[config.mk]
export PLATFORM = sky130hd
export DESIGN_NAME = tfa_force
export DESIGN_NICKNAME = d
export VERILOG_FILES = /design/src/sv/thruster_force_allocation_core_defines.svh /design/src/sv/tfa_pkg.sv /design/src/sv/tfa_force.sv
export SDC_FILE = /design/constraint.sdc
export NUM_CORES = 2
export LEC_CHECK = 0
export BUFFER_PORTS_ARGS = -buffer_cell sky130_fd_sc_hd__buf_2
export CAP_MARGIN = 25
export CORE_UTILIZATION = 36
export DETAILED_ROUTE_END_ITERATION = 6
export RECOVER_POWER = 25
export SYNTH_ARGS = -nofsm -noshare
export SYNTH_HDL_FRONTEND = slang
export SYNTH_SLANG_ARGS = --single-unit
[constraint.sdc]
create_clock -name clk -period 9.6 [get_ports clk]
set_input_delay 1.44 -clock clk [delete_from_list [all_inputs] [get_ports clk]]
set_output_delay 1.44 -clock clk [all_outputs]
set_load 0.005 [all_outputs]
[src/sv/thruster_force_allocation_core_defines.svh]
// ----------------------------------------------------------------------------
// Thruster force allocation assertion macros
// Immediate-implication and next-cycle-implication checks on clk, off in rst.
// ----------------------------------------------------------------------------
`ifndef THRUSTER_FORCE_ALLOCATION_CORE_DEFINES_SVH
`define THRUSTER_FORCE_ALLOCATION_CORE_DEFINES_SVH

`ifndef SYNTHESIS
`define TFA_ASSERT_IMP(lbl, ante, cons, msg) \
  lbl: assert property (@(posedge clk) disable iff (rst) (ante) |-> (cons)) else $error(msg);
`define TFA_ASSERT_NXT(lbl, ante, cons, msg) \
  lbl: assert property (@(posedge clk) disable iff (rst) (ante) |=> (cons)) else $error(msg);
`else
`define TFA_ASSERT_IMP(lbl, ante, cons, msg)
`define TFA_ASSERT_NXT(lbl, ante, cons, msg)
`endif

`endif

[src/sv/tfa_pkg.sv]
// ----------------------------------------------------------------------------
// Thruster force allocation package
// Widths, register and opcode codes, and control structs shared by the core.
// ----------------------------------------------------------------------------
package tfa_pkg;

  localparam int AXES          = 6;
  localparam int AXIS_W        = 3;
  localparam int THR_W         = 3;
  localparam int VALUE_W       = 16;
  localparam int COEF_W        = 24;
  localparam int MASK_W        = 8;
  localparam int OUT_W         = 48;
  localparam int S_W           = VALUE_W + 1;
  localparam int Q_W           = 32;
  localparam int PROD_W        = COEF_W + Q_W;
  localparam int F_SHIFT       = 16;
  localparam int F_W           = PROD_W - F_SHIFT;
  localparam int CPROD_W       = F_W + VALUE_W;
  localparam int C_SHIFT       = 12;
  localparam int C_W           = CPROD_W - C_SHIFT;
  localparam int CFG_IDX_W     = 3;
  localparam int CFG_DATA_W    = COEF_W;
  localparam int DEF_THRUSTERS = 8;

  localparam logic [AXIS_W-1:0] AXIS_SURGE = AXIS_W'(0);
  localparam logic [AXIS_W-1:0] AXIS_SWAY  = AXIS_W'(1);
  localparam logic [AXIS_W-1:0] AXIS_HEAVE = AXIS_W'(2);
  localparam logic [AXIS_W-1:0] AXIS_ROLL  = AXIS_W'(3);
  localparam logic [AXIS_W-1:0] AXIS_PITCH = AXIS_W'(4);
  localparam logic [AXIS_W-1:0] AXIS_YAW   = AXIS_W'(5);
  localparam logic [AXIS_W-1:0] LAST_AXIS  = AXIS_W'(AXES - 1);

  localparam logic [OUT_W-1:0] SAT_MAX = {1'b0, {(OUT_W-1){1'b1}}};
  localparam logic [OUT_W-1:0] SAT_MIN = {1'b1, {(OUT_W-1){1'b0}}};

  typedef enum logic [0:0] {
    OP_LOAD   = 1'b0,
    OP_SAMPLE = 1'b1
  } opcode_t;

  typedef enum logic [CFG_IDX_W-1:0] {
    REG_SURGE_POS   = 3'd0,
    REG_SURGE_NEG   = 3'd1,
    REG_LATERAL_POS = 3'd2,
    REG_LATERAL_NEG = 3'd3,
    REG_SURGE_MASK  = 3'd4,
    REG_INVERT_MASK = 3'd5
  } cfg_reg_t;

  typedef struct packed {
    logic              start;
    logic [S_W-1:0]    s;
    logic [COEF_W-1:0] coef;
  } force_req_t;

  typedef struct packed {
    logic               load;
    logic [AXIS_W-1:0]  load_axis;
    logic [VALUE_W-1:0] load_data;
    logic [THR_W-1:0]   col;
    logic               issue;
    logic [AXIS_W-1:0]  k;
    logic               active;
    logic               clear;
  } acc_cmd_t;

endpackage

[src/sv/tfa_force.sv]
// ----------------------------------------------------------------------------
// Thrust force unit
// Three-stage chain: |s|*s, coefficient product, round to Q.16.
// ----------------------------------------------------------------------------
module tfa_force (
  input  logic                          clk,
  input  logic                          rst,
  input  tfa_pkg::force_req_t           req,
  output logic                          f_valid,
  output logic signed [tfa_pkg::F_W-1:0] f
);
  import tfa_pkg::*;

  logic                     v1, v2, v3;
  logic signed [S_W-1:0]    s_r;
  logic signed [S_W-1:0]    neg_s;
  logic [S_W-2:0]           mag;
  logic signed [COEF_W-1:0] coef_r;
  logic signed [2*S_W-1:0]  q_full;
  logic signed [Q_W-1:0]    q_r;
  logic signed [PROD_W-1:0] prod_full;
  logic signed [PROD_W-1:0] prod_r;
  logic [PROD_W-1:0]        rnd;

  assign neg_s     = -s_r;
  assign mag       = s_r[S_W-1] ? neg_s[S_W-2:0] : s_r[S_W-2:0];
  assign q_full    = $signed({1'b0, mag}) * s_r;
  assign prod_full = coef_r * q_r;
  assign rnd       = prod_r + (PROD_W'(1) << (F_SHIFT - 1));

  always_ff @(posedge clk) begin
    if (rst) begin
      v1      <= 1'b0;
      v2      <= 1'b0;
      v3      <= 1'b0;
      f_valid <= 1'b0;
    end else begin
      v1      <= req.start;
      v2      <= v1;
      v3      <= v2;
      f_valid <= v3;
    end
  end

  always_ff @(posedge clk) begin
    if (req.start) begin
      s_r    <= $signed(req.s);
      coef_r <= $signed(req.coef);
    end
    if (v1) begin
      q_r <= q_full[Q_W-1:0];
    end
    if (v2) begin
      prod_r <= prod_full;
    end
    if (v3) begin
      f <= $signed(rnd[PROD_W-1:F_SHIFT]);
    end
  end

endmodule

; ---- Word level (Yosys, flattened, before mapping)
; Index checks and enable logic that the tools add are counted.
; Widths: inputs -> output; s select.
[totals]
latchBits = 0
reg_bits = 173
word_cells = 14
mem_bits_ro = 0
out_inout_bits = 41
n_memories = 0
ramBits = 0
input_bits = 44
[op_classes]
n_addsub = 2
n_mul = 2
n_eq_ne = 0
div_mod_pow = 0
shift = 0
n_mux = 1
order_cmp = 0
bitwise_logic = 0
n_reduce_logical = 0
[op_table]
columns = cell, count
row1 = $add 56x17->56 const B, 1
row2 = $mul 24x32->56, 1
row3 = $mul 17x17->32, 1
row4 = $mux 16, 1
row5 = $neg 16->16, 1

; ---- Logic depth before layout (Yosys ltp)
[logic_depth]
depth_word = 3
ltp_mapped = 35
mapped_depth_nobuf = 33

; ---- Worst setup path after synthesis
; OpenSTA, ideal clock, no wires.
[synth_timing]
path_kind = register to register
from = register s_r[1]
to = register q_r[31] (data pin)
path_buffers = 2
required_time_ns = 9.340
arrival_ns = 8.441
path_stages_with_launch = 35
setup_time_ns = 0.260
synth_period_minus_slack_ns = 8.701
setup_slack_ns = 0.899
path_cell_list = edfxtp_1 > inv_1 > clkbuf_1 > ha_1 > inv_1 > or3_4 > or3_4 > nor3_4 > nand2b_1 > or4_4 > or3_1 > and2_4 > xor2_1 > buf_6 > nand2_1 > fa_1 > fa_1 > fa_1 > inv_1 > fa_1 > fa_1 > inv_1 > fa_1 > inv_1 > ha_1 > a21o_1 > a21oi_1 > o221ai_1 > and3_1 > a21oi_1 > a31oi_1 > a2111oi_0 > o21bai_1 > a21oi_1 > xnor2_1
[synth_between]
elab_chain_cells = 3
[synth_lines]
columns = item, line
row1 = "start, declared", tfa_force.sv:15  ; logic signed [S_W-1:0] s_r;
row2 = "start signal, assigned", tfa_force.sv:47  ; s_r <= $signed(req.s);
row3 = $neg 16->16, tfa_force.sv:25  ; assign neg_s = -s_r;
row4 = $mux 16, tfa_force.sv:26  ; assign mag = s_r[S_W-1] ? neg_s[S_W-2:0] : s_r[S_W-2:0];
row5 = $mul 17x17->32 (*), tfa_force.sv:27  ; assign q_full = $signed({1'b0, mag}) * s_r;
row6 = named net q_full[31], tfa_force.sv:19  ; logic signed [2*S_W-1:0] q_full;
row7 = "end signal, assigned", tfa_force.sv:51  ; q_r <= q_full[Q_W-1:0];
row8 = "end, declared", tfa_force.sv:20  ; logic signed [Q_W-1:0] q_r;
; The timed path passes the listed nets; every way through them passes the cells marked *.
; A chain may end at the register's enable or synchronous reset.

; ---- Worst setup path after layout
; Ends and elaborated chain as after synthesis.

==> parameters.txt <==
Parameter                              Value

Routing
  Number of vias per cell    4.74
  Routed len/inst    17.8 µm
  Number of vias after detailed routing    27300
  Drt initial violations    1481
  Antenna-violating nets left    0
  Routed wire length    102 mm
  Total iterations of the first detailed-routing run    5
  Post-route DRC    0

Logic synthesis
  Number of unique standard cell types used by synthesis    72
  Leading register cell type out of synthesis    sky130_fd_sc_hd__edfxtp_1
  Synthesis warning total    0
  Synth area leader    sky130_fd_sc_hd__fa_1
  Number of nets produced by synthesis    5521
  Syn Inst Count    4220
  FF+latch count, synth    158
  Seq/Total Area, Yosys    0.114
  Most common cell in the netlist    sky130_fd_sc_hd__inv_1
  Cell types with the highest counts after synthesis    sky130_fd_sc_hd__inv_1 (1035), sky130_fd_sc_hd__fa_1 (991), sky130_fd_sc_hd__nand2_1 (566)
  Synthesized area per cell    9.78 µm²
  Synth async-reset ratio    0
  Synth area leaders    sky130_fd_sc_hd__fa_1 (48%), sky130_fd_sc_hd__edfxtp_1 (11%), sky130_fd_sc_hd__inv_1 (9.4%)
  Fraction of synthesized cell area taken by the top area cell type    0.481
  Number of flops mapped to enable cells by yosys    154
  Cell Area, Synth    41300 µm²

Floorplan
  Overall die width    341 µm
  Total Die Area    116000 µm²
  DIE HEIGHT    341 µm
  Number of I/O pins    85
  CORE AREA    113000 µm²
  Starting Density    0.365
  Cell Rows    123

Timing
  Minimum clock period after layout    9.01 ns
  Post-route fraction of the period consumed by the critical path    0.939
  Final total negative setup slack    0 ns
  Max transition margin    -0.466
  Number of endpoints with negative hold slack in the final report    0
  Measured slew at the worst slew-check pin    2.20 ns
  Final setup violation count    0
  Unrepaired setup endpoints after global routing    false
  Final setup skew    0.0235 ns
  Max Fclk    0.111 GHz
  Max-slew violations    97

Placed design
  Detail Placement HPWL    83.8 mm
  Gpl congestion    0.868
  Total of buffers placed on input and output ports    84

Final layout
  Register area    4700 µm²
  Footprint of the multi-input gates    32000 µm²
  Growth of design area from synthesis to finish    7.33%
  Ratio of cells with drive above 1 in the final layout    0.0616
  Net count reported at finish    5539
  Fill cells    11300

Clock tree
  Clk slew on worst S/H paths    0.08 ns
  Clock latency of the later-clocked register in the worst-skew pair    0.56 ns
  Number of buffers created by CTS    17
  Number of levels in the clock H-tree    4
  Clock root buffer master    sky130_fd_sc_hd__clkbuf_16
  TritonCTS clock tree    built
  Clock Tree Buf Depth    2
  Number of gates resized after CTS    0
  # clock sinks    158
  Post-CTS setup repair buffer count    0
  Number of hold-repair buffers added at the cts stage    0

Worst setup path
  Critical-path top delay cell    sky130_fd_sc_hd__edfxtp_1
  Nature of the critical path endpoint    flop
  Highest fanout seen on the critical path    10
  Maximum cell stage delay along the critical path    0.53 ns
  Data required time of the worst path    9.89 ns
  Launching element type of the critical path    flop
  Critical path arrival    9.31 ns
  Startpoint-to-endpoint class of the critical path    reg -> reg
  Critical path's most frequent cell    sky130_fd_sc_hd__fa_1

Global route
  Global-route total usage across every layer    0.188
  Largest net degree at the start of global routing    43
  Number of antenna violations at the first check in global routing    2
  Number of global-route vias before repair    30500
  Global-route wire length before repair    169 mm
  Final global-route overflow total    0

Flow run
  Number of max-cap violations    3

Status
  Outcome    complete, but fails checks
  Violated checks    max-capacitance violations, max-slew violations

Hold path
  Min-delay worst type    reg -> reg
## worst max-delay path, delay by kind of cell, from the launching register on
kind | cells | cell delay [ns]
fa+ha+maj | 8 | 3.51
simple gates | 11 | 2.67
compound gates | 6 | 1.40
flops | 1 | 0.53
buf+inv | 5 | 0.34
xor+xnor | 2 | 0.29
## final cells by class
cell class,count,area share
repair buffers,186,0.0282
inverters,1037,0.0879
well taps,1500,0.0424
clock buffers,17,0.00960
diodes,1,0.0000565
multi-input cells,2838,0.722
flip-flops and latches,158,0.106
clock inverters,15,0.00395
## registers in the layout, summed over array words and instances, names as in the netlist, 17 cells and up
register  count
prod_r       41
f            40
q_r          32
coef_r       24
s_r          17
## placed cells by master (no fill, tap or decap), types with 78 or more instances in the layout
cell type,count
sky130_fd_sc_hd__ha_1,266
sky130_fd_sc_hd__xnor2_1,113
sky130_fd_sc_hd__fa_1,991
sky130_fd_sc_hd__nor2_1,78
sky130_fd_sc_hd__buf_4,94
sky130_fd_sc_hd__edfxtp_1,154
sky130_fd_sc_hd__inv_1,1035
sky130_fd_sc_hd__and2_1,461
sky130_fd_sc_hd__buf_2,84
sky130_fd_sc_hd__nand2_1,566
## cell families (layout without fill, tap and decap cells)
family,count (synthesis),after routing,share of synthesized area
AO/OA/AOI/OAI,175,175,0.0278
XOR/XNOR,151,151,0.0322
adder cells (fa/ha/maj),1257,1257,0.561
buffers and inverters,1224,1255,0.112
flip-flops,158,158,0.114
other,0,1,0
AND/OR/NAND/NOR,1255,1255,0.153
## layer usage
layer / wire length, µm / track usage / vias up
met3: 5230 / 0.0309 / 113
met1: 45700 / 0.253 / 14200
met2: 48600 / 0.312 / 649
met5: 0 / 0 / -
met4: 2690 / 0.0575 / 0
li1: - / - / 12300
## path summary, 6_finish.rpt
| check | from | slack [ns] | cells past startpoint | endpoint |
|---|---|---|---|---|
| worst max-delay path | s_r[1]$_DFFE_PP_ | 0.59 | 32 | q_r[31]$_DFFE_PP_ |
| worst min-delay path | prod_r[55]$_DFFE_PP_ | 0.56 | 1 | f[39]$_DFFE_PP_ |
| worst max register to register | s_r[1]$_DFFE_PP_ | 0.59 | 32 | q_r[31]$_DFFE_PP_ |
| worst min register to register | prod_r[55]$_DFFE_PP_ | 0.56 | 1 | f[39]$_DFFE_PP_ |
## through the flow
stage / setup slack, ns / cell area, µm² / util / hold slack (ns) / cells
after global placement: 0.768 / 43600 / 0.385 / 0.543 / 5712
after CTS: 0.553 / 44200 / 0.391 / 0.561 / 5746
after global routing: 0.000732 / 44300 / 0.392 / 0.577 / 5752
after floorplan: 0.899 / 41300 / - / 0.527 / 4220
after detailed placement: 0.592 / 43600 / 0.386 / 0.544 / 5714
final: 0.586 / 44300 / 0.392 / 0.555 / 5752
Power is left out: the tool's default activity adds up to more than one toggle a clock period on the data nets, which glitch-free logic cannot reach.
