<file path="src/sv/thruster_force_allocation_core_defines.svh">
// ----------------------------------------------------------------------------
// Thruster force allocation assertion macros
// Immediate-implication and next-cycle-implication checks on clk, off in rst.
// ----------------------------------------------------------------------------
`ifndef THRUSTER_FORCE_ALLOCATION_CORE_DEFINES_SVH
`define THRUSTER_FORCE_ALLOCATION_CORE_DEFINES_SVH

`ifndef SYNTHESIS
`define TFA_ASSERT_IMP(lbl, ante, cons, msg) \
  lbl: assert property (@(posedge clk) disable iff (rst) (ante) |-> (cons)) else $error(msg);
`define TFA_ASSERT_NXT(lbl, ante, cons, msg) \
  lbl: assert property (@(posedge clk) disable iff (rst) (ante) |=> (cons)) else $error(msg);
`else
`define TFA_ASSERT_IMP(lbl, ante, cons, msg)
`define TFA_ASSERT_NXT(lbl, ante, cons, msg)
`endif

`endif

</file>
<file path="src/sv/tfa_pkg.sv">
// ----------------------------------------------------------------------------
// Thruster force allocation package
// Widths, register and opcode codes, and control structs shared by the core.
// ----------------------------------------------------------------------------
package tfa_pkg;

  localparam int AXES          = 6;
  localparam int AXIS_W        = 3;
  localparam int THR_W         = 3;
  localparam int VALUE_W       = 16;
  localparam int COEF_W        = 24;
  localparam int MASK_W        = 8;
  localparam int OUT_W         = 48;
  localparam int S_W           = VALUE_W + 1;
  localparam int Q_W           = 32;
  localparam int PROD_W        = COEF_W + Q_W;
  localparam int F_SHIFT       = 16;
  localparam int F_W           = PROD_W - F_SHIFT;
  localparam int CPROD_W       = F_W + VALUE_W;
  localparam int C_SHIFT       = 12;
  localparam int C_W           = CPROD_W - C_SHIFT;
  localparam int CFG_IDX_W     = 3;
  localparam int CFG_DATA_W    = COEF_W;
  localparam int DEF_THRUSTERS = 8;

  localparam logic [AXIS_W-1:0] AXIS_SURGE = AXIS_W'(0);
  localparam logic [AXIS_W-1:0] AXIS_SWAY  = AXIS_W'(1);
  localparam logic [AXIS_W-1:0] AXIS_HEAVE = AXIS_W'(2);
  localparam logic [AXIS_W-1:0] AXIS_ROLL  = AXIS_W'(3);
  localparam logic [AXIS_W-1:0] AXIS_PITCH = AXIS_W'(4);
  localparam logic [AXIS_W-1:0] AXIS_YAW   = AXIS_W'(5);
  localparam logic [AXIS_W-1:0] LAST_AXIS  = AXIS_W'(AXES - 1);

  localparam logic [OUT_W-1:0] SAT_MAX = {1'b0, {(OUT_W-1){1'b1}}};
  localparam logic [OUT_W-1:0] SAT_MIN = {1'b1, {(OUT_W-1){1'b0}}};

  typedef enum logic [0:0] {
    OP_LOAD   = 1'b0,
    OP_SAMPLE = 1'b1
  } opcode_t;

  typedef enum logic [CFG_IDX_W-1:0] {
    REG_SURGE_POS   = 3'd0,
    REG_SURGE_NEG   = 3'd1,
    REG_LATERAL_POS = 3'd2,
    REG_LATERAL_NEG = 3'd3,
    REG_SURGE_MASK  = 3'd4,
    REG_INVERT_MASK = 3'd5
  } cfg_reg_t;

  typedef struct packed {
    logic              start;
    logic [S_W-1:0]    s;
    logic [COEF_W-1:0] coef;
  } force_req_t;

  typedef struct packed {
    logic               load;
    logic [AXIS_W-1:0]  load_axis;
    logic [VALUE_W-1:0] load_data;
    logic [THR_W-1:0]   col;
    logic               issue;
    logic [AXIS_W-1:0]  k;
    logic               active;
    logic               clear;
  } acc_cmd_t;

endpackage

</file>
<file path="src/sv/tfa_ram.sv">
// ----------------------------------------------------------------------------
// Generic RAM
// One write port, one read port, registered read data.
// ----------------------------------------------------------------------------
module tfa_ram #(
  parameter int WIDTH = tfa_pkg::VALUE_W,
  parameter int DEPTH = tfa_pkg::AXES,
  localparam int AW = $clog2(DEPTH)
) (
  input  logic             clk,
  input  logic             we,
  input  logic [AW-1:0]    waddr,
  input  logic [WIDTH-1:0] wdata,
  input  logic             re,
  input  logic [AW-1:0]    raddr,
  output logic [WIDTH-1:0] rdata
);

  logic [WIDTH-1:0] mem [DEPTH];

  always_ff @(posedge clk) begin
    if (we) begin
      mem[waddr] <= wdata;
    end
    if (re) begin
      rdata <= mem[raddr];
    end
  end

endmodule

</file>
<file path="src/sv/tfa_accum.sv">
// ----------------------------------------------------------------------------
// Allocation accumulator
// Matrix and axis-sum memories; per-axis read, multiply, round, saturating
// add and write-back, one axis issued per cycle.
// ----------------------------------------------------------------------------
`include "thruster_force_allocation_core_defines.svh"

module tfa_accum #(
  parameter int THRUSTERS = tfa_pkg::DEF_THRUSTERS
) (
  input  logic                            clk,
  input  logic                            rst,
  input  tfa_pkg::acc_cmd_t               cmd,
  input  logic signed [tfa_pkg::F_W-1:0]  f,
  output logic                            done,
  output logic signed [tfa_pkg::OUT_W-1:0] sums [tfa_pkg::AXES]
);
  import tfa_pkg::*;

  localparam int TIDX_W    = (THRUSTERS > 1) ? $clog2(THRUSTERS) : 1;
  localparam int MAT_DEPTH = AXES << TIDX_W;
  localparam int MAT_AW    = AXIS_W + TIDX_W;

  logic [TIDX_W-1:0]         col_idx;
  logic [MAT_AW-1:0]         rd_addr;
  logic [MAT_AW-1:0]         wr_addr;
  logic [VALUE_W-1:0]        mat_rdata;
  logic [OUT_W-1:0]          sum_rdata;
  logic [MAT_DEPTH-1:0]      mat_vld;
  logic [AXES-1:0]           sum_vld;

  logic                      m_valid;
  logic                      m_active;
  logic [AXIS_W-1:0]         m_k;
  logic [MAT_AW-1:0]         m_addr;
  logic                      a_valid;
  logic [AXIS_W-1:0]         a_k;
  logic signed [CPROD_W-1:0] cprod;
  logic signed [OUT_W-1:0]   sum_hold;

  logic signed [VALUE_W-1:0] mval;
  logic signed [OUT_W-1:0]   sval;
  logic signed [CPROD_W-1:0] cprod_full;
  logic [CPROD_W-1:0]        rnd;
  logic signed [C_W-1:0]     c;
  logic [OUT_W:0]            sum_ext;
  logic [OUT_W-1:0]          sat;

  assign col_idx = TIDX_W'(cmd.col);
  assign rd_addr = {cmd.k, col_idx};
  assign wr_addr = {cmd.load_axis, col_idx};

  tfa_ram #(
    .WIDTH (VALUE_W),
    .DEPTH (MAT_DEPTH)
  ) u_matrix (
    .clk   (clk),
    .we    (cmd.load),
    .waddr (wr_addr),
    .wdata (cmd.load_data),
    .re    (cmd.issue),
    .raddr (rd_addr),
    .rdata (mat_rdata)
  );

  tfa_ram #(
    .WIDTH (OUT_W),
    .DEPTH (AXES)
  ) u_sums (
    .clk   (clk),
    .we    (a_valid),
    .waddr (a_k),
    .wdata (sat),
    .re    (cmd.issue),
    .raddr (cmd.k),
    .rdata (sum_rdata)
  );

  // entries never written read as zero
  assign mval       = (m_active && mat_vld[m_addr]) ? $signed(mat_rdata) : '0;
  assign sval       = sum_vld[m_k] ? $signed(sum_rdata) : '0;
  assign cprod_full = f * mval;

  assign rnd     = cprod + (CPROD_W'(1) << (C_SHIFT - 1));
  assign c       = $signed(rnd[CPROD_W-1:C_SHIFT]);
  assign sum_ext = {sum_hold[OUT_W-1], sum_hold} + (OUT_W+1)'(c);
  assign sat     = (sum_ext[OUT_W] != sum_ext[OUT_W-1]) ?
                   (sum_ext[OUT_W] ? SAT_MIN : SAT_MAX) : sum_ext[OUT_W-1:0];

  always_ff @(posedge clk) begin
    if (rst) begin
      m_valid <= 1'b0;
      a_valid <= 1'b0;
      done    <= 1'b0;
      mat_vld <= '0;
      sum_vld <= '0;
    end else begin
      m_valid <= cmd.issue;
      a_valid <= m_valid;
      // high once all six sums registers hold the new values
      done    <= a_valid && (a_k == LAST_AXIS);
      if (cmd.load) begin
        mat_vld[wr_addr] <= 1'b1;
      end
      if (a_valid) begin
        sum_vld[a_k] <= 1'b1;
      end
      if (cmd.clear) begin
        sum_vld <= '0;
      end
    end
  end

  always_ff @(posedge clk) begin
    m_k      <= cmd.k;
    m_addr   <= rd_addr;
    m_active <= cmd.active;
    a_k      <= m_k;
    cprod    <= cprod_full;
    sum_hold <= sval;
    if (a_valid) begin
      sums[a_k] <= $signed(sat);
    end
  end

  `TFA_ASSERT_IMP(a_load_quiet, cmd.load, !cmd.issue && !m_valid && !a_valid, "load during accumulation")
  `TFA_ASSERT_IMP(a_clear_final, cmd.clear, done && !a_valid, "clear without final write")
  `TFA_ASSERT_IMP(a_issue_axis, cmd.issue, cmd.k <= LAST_AXIS, "axis counter out of range")

endmodule

</file>
<file path="config.mk">
export PLATFORM = sky130hd
export DESIGN_NAME = tfa_accum
export DESIGN_NICKNAME = d
export VERILOG_FILES = /design/src/sv/tfa_pkg.sv /design/src/sv/tfa_ram.sv /design/src/sv/tfa_accum.sv
export VERILOG_INCLUDE_DIRS = /design/src /design/src/sv
export SDC_FILE = /design/constraint.sdc
export NUM_CORES = 2
export LEC_CHECK = 0
export BUFFER_PORTS_ARGS = -buffer_cell sky130_fd_sc_hd__buf_2
export CAP_MARGIN = 10
export CORE_AREA = 2 2 428 430
export CTS_BUF_LIST = sky130_fd_sc_hd__clkbuf_4
export CTS_CLUSTER_DIAMETER = 40
export DETAILED_ROUTE_END_ITERATION = 12
export DIE_AREA = 0 0 430 432
export PLACE_DENSITY = 0.53
export SLEW_MARGIN = 25
export SYNTH_ARGS = -nofsm -noshare
export SYNTH_HDL_FRONTEND = slang
export SYNTH_SLANG_ARGS = --single-unit
export TNS_END_PERCENT = 1
</file>
<file path="constraint.sdc">
create_clock -name clk -period 16.9 [get_ports clk]
set_clock_uncertainty 0.2 [all_clocks]
set_input_delay 0.845 -clock clk [delete_from_list [all_inputs] [get_ports clk]]
set_output_delay 0.845 -clock clk [all_outputs]
set_load 0.02 [all_outputs]
</file>
# After elaboration in Yosys (flattened, before gate mapping)
# Memory sizes are Yosys's and may differ from the RTL's. A register that Yosys moved wholly into a read port is not among the register bits.
# Index checks and enable logic that the tools add are counted.
# word_totals
regBits,462
mem_bits_rw,1056
in_bits,71
wordCells,59
n_memories,2
# classes
addsub,2
mul,1
n_lt_le_gt_ge,8
eq_ne,2
muxes,18
bitwise_logic,3
n_reduce_logical,6
# mem_list
name,words,word_bits,read_ports,rd_ports_with_merged_regs,write_ports,line,text
u_matrix.mem,48,16,1,1,1,tfa_ram.sv:19,logic [WIDTH-1:0] mem [DEPTH];
u_sums.mem,6,48,1,1,1,tfa_ram.sv:19,
# ops
operator,n
288-bit bitwise mux,1
48-bit demux with 3-bit select,1
48-bit two-way mux,3
"56-bit by 13-bit adder with 56-bit output, second input constant",1
40-bit by 16-bit multiplier with 56-bit output,1
48-bit by 44-bit adder with 49-bit output,1
48-bit bitwise OR,1
16-bit two-way mux,1
"6-bit by 7-bit < comparator with 1-bit output, second input constant",2
"3-bit by 4-bit < comparator with 1-bit output, second input constant",2
1-bit two-way mux,8
1-bit binary-select mux with 6-bit select,1
1-bit demux with 6-bit select,1
"6-bit by 1-bit greater-or-equal comparator with 1-bit output, second input constant",1
6-bit bitwise OR,1
1-bit logical AND,5
"4-bit greater-or-equal comparator, second input constant",1
"4-bit by 1-bit < comparator with 1-bit output, second input constant",1
3-bit NOT with 4-bit output,1
1-bit binary-select mux with 3-bit select,1
1-bit demux with 3-bit select,1
"3-bit == test, second input constant",1
"3-bit by 1-bit greater-or-equal comparator with 1-bit output, second input constant",1
2-bit OR reduction,1
1-bit inequality test,1

# Depth between registers and ports, before layout
# logic_depth
ltp_word,6
ltp_mapped,34

# Modules after synthesis
# Synthesis repeated with hierarchy kept, for this count alone.
# unflattened
cells_unflattened,6033
area_unflattened_um2,82486.6
# modules_own_cells
mod,n_inst,cells_per_inst,area_per_inst_um2,seq_area_each_um2
tfa_accum,1,3915,39462.8,11851.4
tfa_ram (u_matrix),1,1499,30460.5,23542.6
tfa_ram (u_sums),1,619,12563.3,10089.7

# Worst setup path before layout
# Ideal clock, no wire load.
# synth_timing
path_kind,flip-flop to flip-flop
from,reg m_addr[1]
to,reg cprod[54]
setup_ns,0.095
t_arrival_ns,7.828
path_slack_ns,8.777
stages_incl_launch_ff,33
path_buffers,4
synth_period_minus_slack_ns,8.123
cell_sequence,dfxtp_1 > clkbuf_1 > nor2b_1 > a22o_1 > o311a_4 > a31oi_4 > clkbuf_1 > and3_1 > clkbuf_1 > clkbuf_1 > nand2_1 > fa_1 > inv_1 > fa_1 > inv_1 > fa_1 > inv_1 > fa_1 > fa_1 > inv_1 > fa_1 > inv_1 > ha_1 > a21o_1 > a21o_1 > a21o_1 > a31o_2 > a31oi_1 > o21ai_0 > a31oi_2 > o21ai_1 > a2111o_1 > o311ai_1
# synth_via
elab_chain_cells,5
# synth_lines
item,line,text
"start, declared",tfa_accum.sv:35,logic [MAT_AW-1:0] m_addr;
"start signal, assigned",tfa_accum.sv:116,m_addr <= rd_addr;
1-bit binary-select mux with 6-bit select,tfa_accum.sv:80,assign mval = (m_active && mat_vld[m_addr]) ? $signed(mat_rdata) : '0;
1-bit two-way mux (not written as such),tfa_accum.sv:80,
1-bit logical AND,tfa_accum.sv:80,
16-bit two-way mux,tfa_accum.sv:80,
40-bit by 16-bit multiplier with 56-bit output,tfa_accum.sv:82,assign cprod_full = f * mval;
named net cprod_full[54],tfa_accum.sv:43,logic signed [CPROD_W-1:0] cprod_full;
"end signal, assigned",tfa_accum.sv:119,cprod <= cprod_full;
"end, declared",tfa_accum.sv:38,logic signed [CPROD_W-1:0] cprod;
# The timed path passes the listed nets, and every way through them passes these cells. The select of a mux whose other input is x is not followed.
# A chain may end at the register's enable or synchronous reset.

# Worst setup path in the final report
# layout_timing
from,reg m_addr[0]
to,reg cprod[54]
# The elaborated chain is that of the path after synthesis.

==> metrics.cfg <==
[sta]
max_slew.worst_pin.slew_ps=1113
final_max_slew_viol_count=0
rsz0062_at_grt=false
layout_min_cycle_time_ps=9613
fin_crit_sh=0.5688
timing.fmax_ghz=0.1040
timing.setup.tns_ps=0
slew-limit-headroom=0.2529
setup_viol=0
hold_violations=0

[die]
rows=157
num_io_pins=360
die_h_um=432
floorplan.initialDensity=0.3966
die_x_um=430
die_area_um2=185800
core_area_um2=181700

[placement]
buffer_ports.inserted=359
dp_cells=8402
postPlaceCellArea_um2=76710
final_weighted_congestion_in_routability_driven_placement=0.8584
post-dp-hpwl_um=143700

[worst_hold_path]
worstHoldPathCells=2
min_path_type=in2reg
worst_hold_path.endpoint=m_active$_DFF_P_
hp-start=cmd[1]

[critical_path]
worst-setup-path-type=reg2reg
cp_data_arrival_time_ps=10570
regToRegEndpoint=cprod[54]$_DFF_P_
endpoint_kind=register
worst-r2r-setup-slack_ps=7290
rr_worst_depth=28
critPathRequiredTime_ps=17860
cp_common_cell=sky130_fd_sc_hd__fa_1
cp_max_fo=41
worstReg2RegStart=m_addr[0]$_DFF_P_
timing.critical_path.slowest_cell_delay_ps=750
critPathSlowestCell=sky130_fd_sc_hd__dfxtp_2
startpoint_type=register

[layout]
finalNetCount=7237
layout.cell_area.non_filler_um2=81120
layout.cells.non_filler=8996
drive_above_1_share=0.1784
post_route_utilization=0.4464
area_growth_syn_to_layout_pct=12.56
fillerInstances=16970

[global_route]
number_of_antenna_violations_at_the_first_check_in_global_routing=17
globalRoute.totalOverflow=0
first_pass_grt_wire_length_um=325300
grt.total_usage=0.2362
grt_max_degree=84
first_global_vias=49754

[clock_network]
cts-buffers-inserted=343
clk_transition_reported_paths_ps=70
cts.repair.resized=0
cts_htree_levels=5
clkSinkCount=1280
clk_latency_ps=1330
tritoncts=done
clock_path_buffers=4
root_buffer_selected_by_cts=sky130_fd_sc_hd__clkbuf_4

[flow_run]
drv_cap=0

[synth]
syn-num-nets=6714
synth_compound_area_frac=0.07855
synth_seq_area_share=0.5111
post_synth_top_area_share=0.4667
syn_area_per_cell_um2=12.28
gate_count_after_technology_mapping=5869
number_of_flops_mapped_to_enable_cells_by_yosys=1120
post_synth_fa_ha_maj_area_fraction=0.1967
synthesis.area_um2=72070
synth_area_leaders=sky130_fd_sc_hd__edfxtp_1 (47%), sky130_fd_sc_hd__fa_1 (17%), sky130_fd_sc_hd__dfxtp_1 (4.4%), sky130_fd_sc_hd__inv_1 (4.0%), sky130_fd_sc_hd__nand2_1 (3.2%)
ys_warn_count=0
combinational_family_with_the_most_area_after_synthesis=adder cells
postSynth.asyncResetShare=0
top_ff_cell_synth=sky130_fd_sc_hd__edfxtp_1
netlist_cell_types=81
synth-simple-area-share=0.09631
synth_top_cell_by_area=sky130_fd_sc_hd__edfxtp_1
synth_common_cells=sky130_fd_sc_hd__edfxtp_1 (1120), sky130_fd_sc_hd__inv_1 (766), sky130_fd_sc_hd__nand2_1 (608)
yosys_register_bits=1280
yosys-mux-area-fraction=0.04308
synth-xor-area-share=0.01714
post-synth-top-count-cell=sky130_fd_sc_hd__edfxtp_1

[outcome]
run_status=finished, final reports clean

[drt]
dr_total_vias=48270
vias_per_cell=5.366
drcViolationCount=0
postRouteAntennaNets=0
firstDrtPassIters=6
detail_route.wirelength_um=219800
first_iter_violations=3598
drt-wirelength-per-cell_um=24.43

[power_and_ir_drop]
vdd_drop_max_mv=0.08200
cellLeakagePower_nw=32.57
power_w=0.008276
pwr_density_cell_nw_per_um2=102.0

==> final cells by class <==
type | instances | area [um^2] | share of cell area
flip-flops and latches | 1280 | 36840 | 0.4541
multi-input cells | 3500 | 31340 | 0.3864
clock buffers | 499 | 3746 | 0.04618
repair buffers | 500 | 3028 | 0.03733
well taps | 2385 | 2984 | 0.03679
inverters | 767 | 2880 | 0.03551
clock inverters | 58 | 286.5 | 0.003532
diodes | 7 | 17.52 | 0.0002159
==> metal layers <==
metal,part of all wire,track usage,vias up
met5,0.00012,0,-
met4,0.036,0.08936,4
met3,0.058,0.03670,384
met2,0.50,0.4043,1701
met1,0.40,0.3021,24840
li1,-,-,21341
==> through the flow <==
stage	setup slack, ps	hold slack, ps
floorplan	8777	129.0
global placement	7147	232.0
detailed placement	6988	244.2
CTS	6950	0.4008
global route	6840	13.29
finish	7287	94.85
==> logic make-up (layout without fill, tap and decap cells) <==
family                   Yosys count  count (layout)
multiplexers                     223             223
other                              0               7
flip-flops                      1280            1280
XOR/XNOR                         141             141
buffers and inverters           1089            1824
adder cells (fa/ha/maj)          774             774
AND/OR/NAND/NOR                 1502            1502
AO/OA/AOI/OAI                    860             860
==> placed cells by master, fill, tap and decap left out, types with 9 or more instances in the layout <==
master / n
sky130_fd_sc_hd__clkbuf_4: 499
sky130_fd_sc_hd__nor2_2: 37
sky130_fd_sc_hd__nand4_1: 61
sky130_fd_sc_hd__buf_4: 124
sky130_fd_sc_hd__a21oi_1: 287
sky130_fd_sc_hd__and3_1: 74
sky130_fd_sc_hd__edfxtp_1: 1120
sky130_fd_sc_hd__nand3_1: 86
sky130_fd_sc_hd__a22o_1: 27
sky130_fd_sc_hd__o21a_1: 16
sky130_fd_sc_hd__dlygate4sd3_1: 28
sky130_fd_sc_hd__a221oi_1: 63
sky130_fd_sc_hd__or3_1: 9
sky130_fd_sc_hd__nor2_1: 292
sky130_fd_sc_hd__o21bai_1: 17
sky130_fd_sc_hd__nand2_1: 608
sky130_fd_sc_hd__fa_1: 598
sky130_fd_sc_hd__clkinv_1: 42
sky130_fd_sc_hd__xnor2_1: 101
sky130_fd_sc_hd__a21o_1: 64
sky130_fd_sc_hd__mux4_2: 64
sky130_fd_sc_hd__mux2_2: 31
sky130_fd_sc_hd__a22oi_1: 121
sky130_fd_sc_hd__a211oi_1: 11
sky130_fd_sc_hd__nor3_1: 24
sky130_fd_sc_hd__inv_1: 766
sky130_fd_sc_hd__dfxtp_1: 159
sky130_fd_sc_hd__nand2b_1: 9
sky130_fd_sc_hd__nor2b_1: 66
sky130_fd_sc_hd__ha_1: 176
sky130_fd_sc_hd__xor2_1: 40
sky130_fd_sc_hd__o211ai_1: 14
sky130_fd_sc_hd__a31oi_1: 31
sky130_fd_sc_hd__mux2i_1: 125
sky130_fd_sc_hd__and2_1: 175
sky130_fd_sc_hd__o21ai_0: 134
sky130_fd_sc_hd__buf_2: 342
==> power breakdown <==
group	internal, W	switching, W
Clock	0.00137	0.00125
Combinational	0.000615	0.00129
Sequential	0.00368	0.0000696
==> critical path: cells and delay by family (launching register included) <==
family | cells | cell delay (ps)
simple gates | 8 | 1840
buf+inv | 4 | 810
fa+ha+maj | 7 | 3340
flops | 1 | 750
compound gates | 8 | 1840
mux | 1 | 640
==> flip-flops by register name, summed over array words and instances (netlist names), 3 cells and up <==
register and count:
cprod 45, u_sums.mem 6, u_matrix.rdata 16, mat_vld 48, sum_hold 48, sum_vld 6, m_addr 6, a_k 3
sums 282, u_sums.rdata 48, u_matrix.mem 768
==> how the worst max path moves through the flow <==
stage	start	endpoint	cells past startpoint
finish	m_addr[0]$_DFF_P_	cprod[54]$_DFF_P_	28
global route	m_addr[0]$_DFF_P_	cprod[54]$_DFF_P_	28
CTS	m_addr[0]$_DFF_P_	cprod[54]$_DFF_P_	27
detailed placement	m_addr[0]$_DFF_P_	cprod[54]$_DFF_P_	27
global placement	m_addr[0]$_DFF_P_	cprod[54]$_DFF_P_	27
floorplan	m_addr[1]$_DFF_P_	cprod[54]$_DFF_P_	32
==> timing repair <==
item | CTS | global route
endpoints found under the hold margin | 238 | 428
hold buffers | 19 | 9
buffers inserted | 0 | 0
Note: power is estimated with default switching activity, not from simulation.
